File: config.mk
export PLATFORM = sky130hd
export DESIGN_NAME = tcw_cursor
export DESIGN_NICKNAME = d
export VERILOG_FILES = /design/src/design/assert_macros.svh /design/src/design/tcw_pkg.sv /design/src/design/tcw_cursor.sv
export SDC_FILE = /design/constraint.sdc
export NUM_CORES = 1
export LEC_CHECK = 0
export ABC_AREA = 1
export BUFFER_PORTS_ARGS = -buffer_cell sky130_fd_sc_hd__buf_2
export CORE_ASPECT_RATIO = 1.4
export CORE_UTILIZATION = 50
export DETAILED_ROUTE_END_ITERATION = 7
export GPL_TIMING_DRIVEN = 0
export PLACE_DENSITY = 0.77
export SYNTH_ARGS = -nofsm -noshare
export SYNTH_HDL_FRONTEND = slang
export SYNTH_SLANG_ARGS = --single-unit
File: constraint.sdc
create_clock -name vclk -period 3.6
set_input_delay 0.18 -clock vclk [all_inputs]
set_output_delay 0.18 -clock vclk [all_outputs]
set_load 0.05 [all_outputs]
File: src/design/assert_macros.svh
// -----------------------------------------------------------------------------
// Assertion macros
// Shared shorthand for the concurrent checks in the console design.
// -----------------------------------------------------------------------------
`ifndef ASSERT_MACROS_SVH
`define ASSERT_MACROS_SVH

// Property checked on every clock edge outside reset
`define TCW_ASSERT(lbl, prop, msg) \
  lbl: assert property (@(posedge clk_i) disable iff (!rst_ni) (prop)) else $error(msg);

// Antecedent in one cycle implies consequent in the next
`define TCW_ASSERT_NEXT(lbl, ante, cons, msg) \
  lbl: assert property (@(posedge clk_i) disable iff (!rst_ni) (ante) |=> (cons)) \
    else $error(msg);

`endif

File: src/design/tcw_pkg.sv
// -----------------------------------------------------------------------------
// tcw_pkg
// Screen geometry, character codes, operation codes and shared types of the
// text console writer.
// -----------------------------------------------------------------------------
package tcw_pkg;

  // Screen geometry
  localparam int NUM_COLUMNS = 80;
  localparam int NUM_ROWS    = 25;
  localparam int CELL_COUNT  = NUM_COLUMNS * NUM_ROWS;
  localparam int ADDR_W      = $clog2(CELL_COUNT);

  // Field widths
  localparam int COL_W    = 7;
  localparam int ROW_W    = 5;
  localparam int POS_W    = 11;
  localparam int CELL_W   = 16;
  localparam int CHAR_W   = 8;
  localparam int COLOR_W  = 4;
  localparam int CFG_IDX_W = 1;

  // Store sweep limits
  localparam logic [ADDR_W-1:0] LAST_ROW_BASE = ADDR_W'((NUM_ROWS - 1) * NUM_COLUMNS);
  localparam logic [ADDR_W-1:0] LAST_CELL     = ADDR_W'(CELL_COUNT - 1);
  localparam logic [ADDR_W-1:0] ROW_STRIDE    = ADDR_W'(NUM_COLUMNS);

  // Character codes
  localparam logic [CHAR_W-1:0] CH_BS    = 8'h08;
  localparam logic [CHAR_W-1:0] CH_TAB   = 8'h09;
  localparam logic [CHAR_W-1:0] CH_LF    = 8'h0A;
  localparam logic [CHAR_W-1:0] CH_CR    = 8'h0D;
  localparam logic [CHAR_W-1:0] CH_SPACE = 8'h20;
  localparam logic [CHAR_W-1:0] CH_TILDE = 8'h7E;

  // Tab stops
  localparam int TAB_STOP = 8;
  localparam logic [COL_W-1:0] TAB_MASK = ~COL_W'(TAB_STOP - 1);

  // Blank cell after reset: background 1, foreground 15
  localparam logic [COLOR_W-1:0] RESET_BACK  = 4'h1;
  localparam logic [COLOR_W-1:0] RESET_FORE  = 4'hF;
  localparam logic [CELL_W-1:0]  RESET_BLANK = {RESET_BACK, RESET_FORE, CH_SPACE};

  // Configuration register indexes
  localparam logic [CFG_IDX_W-1:0] CFG_BACK_COLOR = 1'b0;
  localparam logic [CFG_IDX_W-1:0] CFG_FORE_COLOR = 1'b1;

  typedef enum logic [1:0] {
    OP_PUT   = 2'd0,
    OP_CLEAR = 2'd1,
    OP_READ  = 2'd2,
    OP_NOP   = 2'd3
  } op_e;

  typedef enum logic [2:0] {
    ST_INIT,
    ST_IDLE,
    ST_EXEC,
    ST_READ,
    ST_SCROLL,
    ST_FILL,
    ST_DONE
  } state_e;

  // Cursor update for one put request
  typedef struct packed {
    logic [COL_W-1:0] col;
    logic [ROW_W-1:0] row;
    logic             wr_en;
    logic             scroll;
  } cur_upd_t;

  // Linear cell offset of a cursor position
  function automatic logic [POS_W-1:0] cell_pos(input logic [ROW_W-1:0] row,
                                                input logic [COL_W-1:0] col);
    cell_pos = POS_W'(POS_W'(row) * POS_W'(NUM_COLUMNS) + POS_W'(col));
  endfunction

endpackage

File: src/design/tcw_cursor.sv
// -----------------------------------------------------------------------------
// tcw_cursor
// Cursor update for one put byte: control codes, printable write, column wrap
// and the scroll decision.
// -----------------------------------------------------------------------------
module tcw_cursor (
  input  logic [tcw_pkg::CHAR_W-1:0] char_code_i,
  input  logic [tcw_pkg::COL_W-1:0]  col_i,
  input  logic [tcw_pkg::ROW_W-1:0]  row_i,
  output tcw_pkg::cur_upd_t          upd_o
);
  import tcw_pkg::*;

  logic [COL_W-1:0] col_n;
  logic [ROW_W-1:0] row_n;
  logic             wr_n;
  logic             scroll_n;

  always_comb begin
    col_n    = col_i;
    row_n    = row_i;
    wr_n     = 1'b0;
    scroll_n = 1'b0;

    // Byte decode
    case (char_code_i)
      CH_BS: begin
        if (col_i != '0) begin
          col_n = col_i - COL_W'(1);
        end
      end
      CH_TAB: begin
        col_n = (col_i + COL_W'(TAB_STOP)) & TAB_MASK;
      end
      CH_LF: begin
        col_n = '0;
        row_n = row_i + ROW_W'(1);
      end
      CH_CR: begin
        col_n = '0;
      end
      default: begin
        if (char_code_i inside {[CH_SPACE:CH_TILDE]}) begin
          wr_n  = 1'b1;
          col_n = col_i + COL_W'(1);
        end
      end
    endcase

    // Wrap past the last column
    if (col_n >= COL_W'(NUM_COLUMNS)) begin
      col_n = '0;
      row_n = row_n + ROW_W'(1);
    end

    // Past the last row: scroll and hold on the bottom line
    if (row_n >= ROW_W'(NUM_ROWS)) begin
      scroll_n = 1'b1;
      row_n    = ROW_W'(NUM_ROWS - 1);
    end
  end

  assign upd_o = '{col: col_n, row: row_n, wr_en: wr_n, scroll: scroll_n};

endmodule

==> results.toml <==
[run_status]
outcome = "complete, no violations"

[sta]
maxSlewViolCount = 0
setup_viol = 0
worstMarginPinSlew_ps = 304
slew_headroom_pct = 79.6
rsz0062_at_grt = "no"
post-route-period-util_pct = 66.9
max_clock_freq_mhz = 415
period_minus_slack_ps = 2410
finalHoldViolCount = 0
setup-tns-final_ps = 0

[clock_network]
post-cts-setup-buffer-count = 0
cts.repair.resized = 0
hold_buffers = 0

[power]
power_frac_comb_pct = 100.0
p_switching_mw = 0.166
peakVddDrop_mv = 0.103
leakage_nw = 0.718
internal-power_mw = 0.0688
p_clk_share_pct = 0
power_density_nw_per_um2 = 182
swShare_pct = 70.8
total_power_mw = 0.235
seq_power_share_pct = 0

[critical_path]
worst-path-max-fanout = 7
path_class = "in -> out"
end_kind = "primary output"
required_ps = 3420
cp-start-kind = "primary input"
arrival_ps = 2230

[global_route]
gr-total-overflow = 0
grt_pass1_wl_mm = 4.59
grt_pass1_vias = 1174
antenna_found_initial = 0
globalRouteTotalUtil_pct = 22.8
grt_max_degree = 11

[floorplan]
ios = 34
die_area_um2 = 2400
die_w_um = 41.7
die_h_um = 57.6
fp-row-count = 19
start_util_pct = 54.6
core_um2 = 2020

[final_layout]
fin_nets = 260
num-clock-buffers = 0
area_growth_pct = 17.4
n_antenna_cell = 0
multi_input_comb_area_um2 = 967
fill_cells = 212
design.seq.count = 0
regArea_um2 = 0
drive_above_1_share_pct = 33.8

[route]
routed_via_density = 5.10
wl_per_cell_um = 10.3
ant_nets = 0
drc = 0
drt-pass1-iter-count = 4
drt_iter0_drc = 19
vias = 1284
totalWireLength_mm = 2.59

[placement]
gp_congestion = 0.843
io_buffers = 33
hpwl_mm = 2.22

[logic_synthesis]
yosysUniqueCellTypes = 31
syn_inst = 198
synth_area_um2 = 1100
ys_seq_area_share_pct = 0
yosys_warnings = 0
synth_area_per_cell_um2 = 5.57
synth_nets = 225

[job]
cap_violations = 0

[worst_hold_path]
hp-class = "in -> out"
[power by group through the flow]
stage / Combinational [mW] / Sequential (mW) / Clock [mW]
detailed placement: 0.236 / 0 / 0
floorplan: 0.182 / 0 / 0
CTS: 0.236 / 0 / 0
finish: 0.235 / 0 / 0
global route: 0.256 / 0 / 0
global placement: 0.231 / 0 / 0
[layout make-up]
type | instances | area share (%)
multi-input cells | 166 | 74.8
inverters | 29 | 8.41
plain buffers | 3 | 2.03
well taps | 21 | 2.03
repair buffers | 33 | 12.8
[per-stage QoR]
step / utilization (%) / std cells / setup WS [ps] / instance area, um2 / hold slack [ps]
floorplan: - / 198 / 1190 / 1100 / 720
global placement: 64.0 / 252 / 1210 / 1290 / 916
detailed placement: 64.0 / 252 / 1200 / 1290 / 943
CTS: 64.0 / 252 / 1200 / 1290 / 944
global route: 64.0 / 252 / 989 / 1290 / 976
finish: 64.0 / 252 / 1190 / 1290 / 952
[path summary, 6_finish.rpt]
kind      from   endpoint  slack (ps)  cells past startpoint
max   col_i[0]   upd_o[0]        1190                     18
min   col_i[3]  upd_o[10]         950                      5
[cell usage after synthesis, types with 2 or more instances]
library cell / n / share of area, %
a21oi_4: 3 / 4.4
inv_2: 9 / 3.1
inv_1: 20 / 6.8
ha_1: 7 / 7.9
a21oi_2: 2 / 1.6
buf_4: 2 / 1.4
a21oi_1: 8 / 3.6
nor2_4: 4 / 4.1
xor2_1: 8 / 6.4
nor2_1: 16 / 5.4
o21ai_1: 4 / 1.8
nand4_1: 2 / 1.1
o21ai_2: 2 / 1.6
nand2_2: 10 / 5.7
o21ai_0: 2 / 0.91
nand2_1: 60 / 20
xnor2_1: 2 / 1.6
nand2_4: 2 / 2.0
nor2_2: 6 / 3.4
nand3_1: 18 / 8.2
[logic make-up (layout without fill, tap and decap cells)]
group	count (synthesis)	after routing	share of synthesized area [%]
AND/OR/NAND/NOR	124	124	54.4
XOR/XNOR	10	10	7.95
AO/OA/AOI/OAI	25	25	17.5
adder cells (fa/ha/maj)	7	7	7.95
buffers and inverters	32	65	12.3
[cells in the final DEF, fill, tap and decap left out, types with 2 or more instances in the layout]
cell type and count:
nand2_1 60, buf_2 33, inv_1 20, nand3_1 18, nor2_1 16, nand2_2 10
inv_2 9, xor2_1 8, a21oi_1 8, ha_1 7, nor2_2 6, o21ai_1 4
nor2_4 4, a21oi_4 3, nand2_4 2, nand4_1 2, a21oi_2 2, o21ai_2 2
o21ai_0 2, xnor2_1 2, buf_4 2
[worst max-delay path, cell delays in order]
cell and delay, ps:
buf_2 140, inv_2 80, ha_1 250, nand2_2 130
nor2_4 60, nor2_2 180, nand3_1 100, nand2_1 110
nor2_4 50, nand2_2 110, nand2_4 110, inv_2 130
nand2_1 70, nand2_2 70, nor2_1 40, nor2_1 70
buf_4 100, buf_2 240
[layer usage]
layer	track usage [%]	share of wire, %	vias to the layer above
li1	-	-	695
met1	24.8	41	556
met2	47.3	55	31
met3	0.633	3.3	2
met4	4.15	0.58	0
met5	0	0	-
Note: power is estimated with default switching activity, not from simulation.
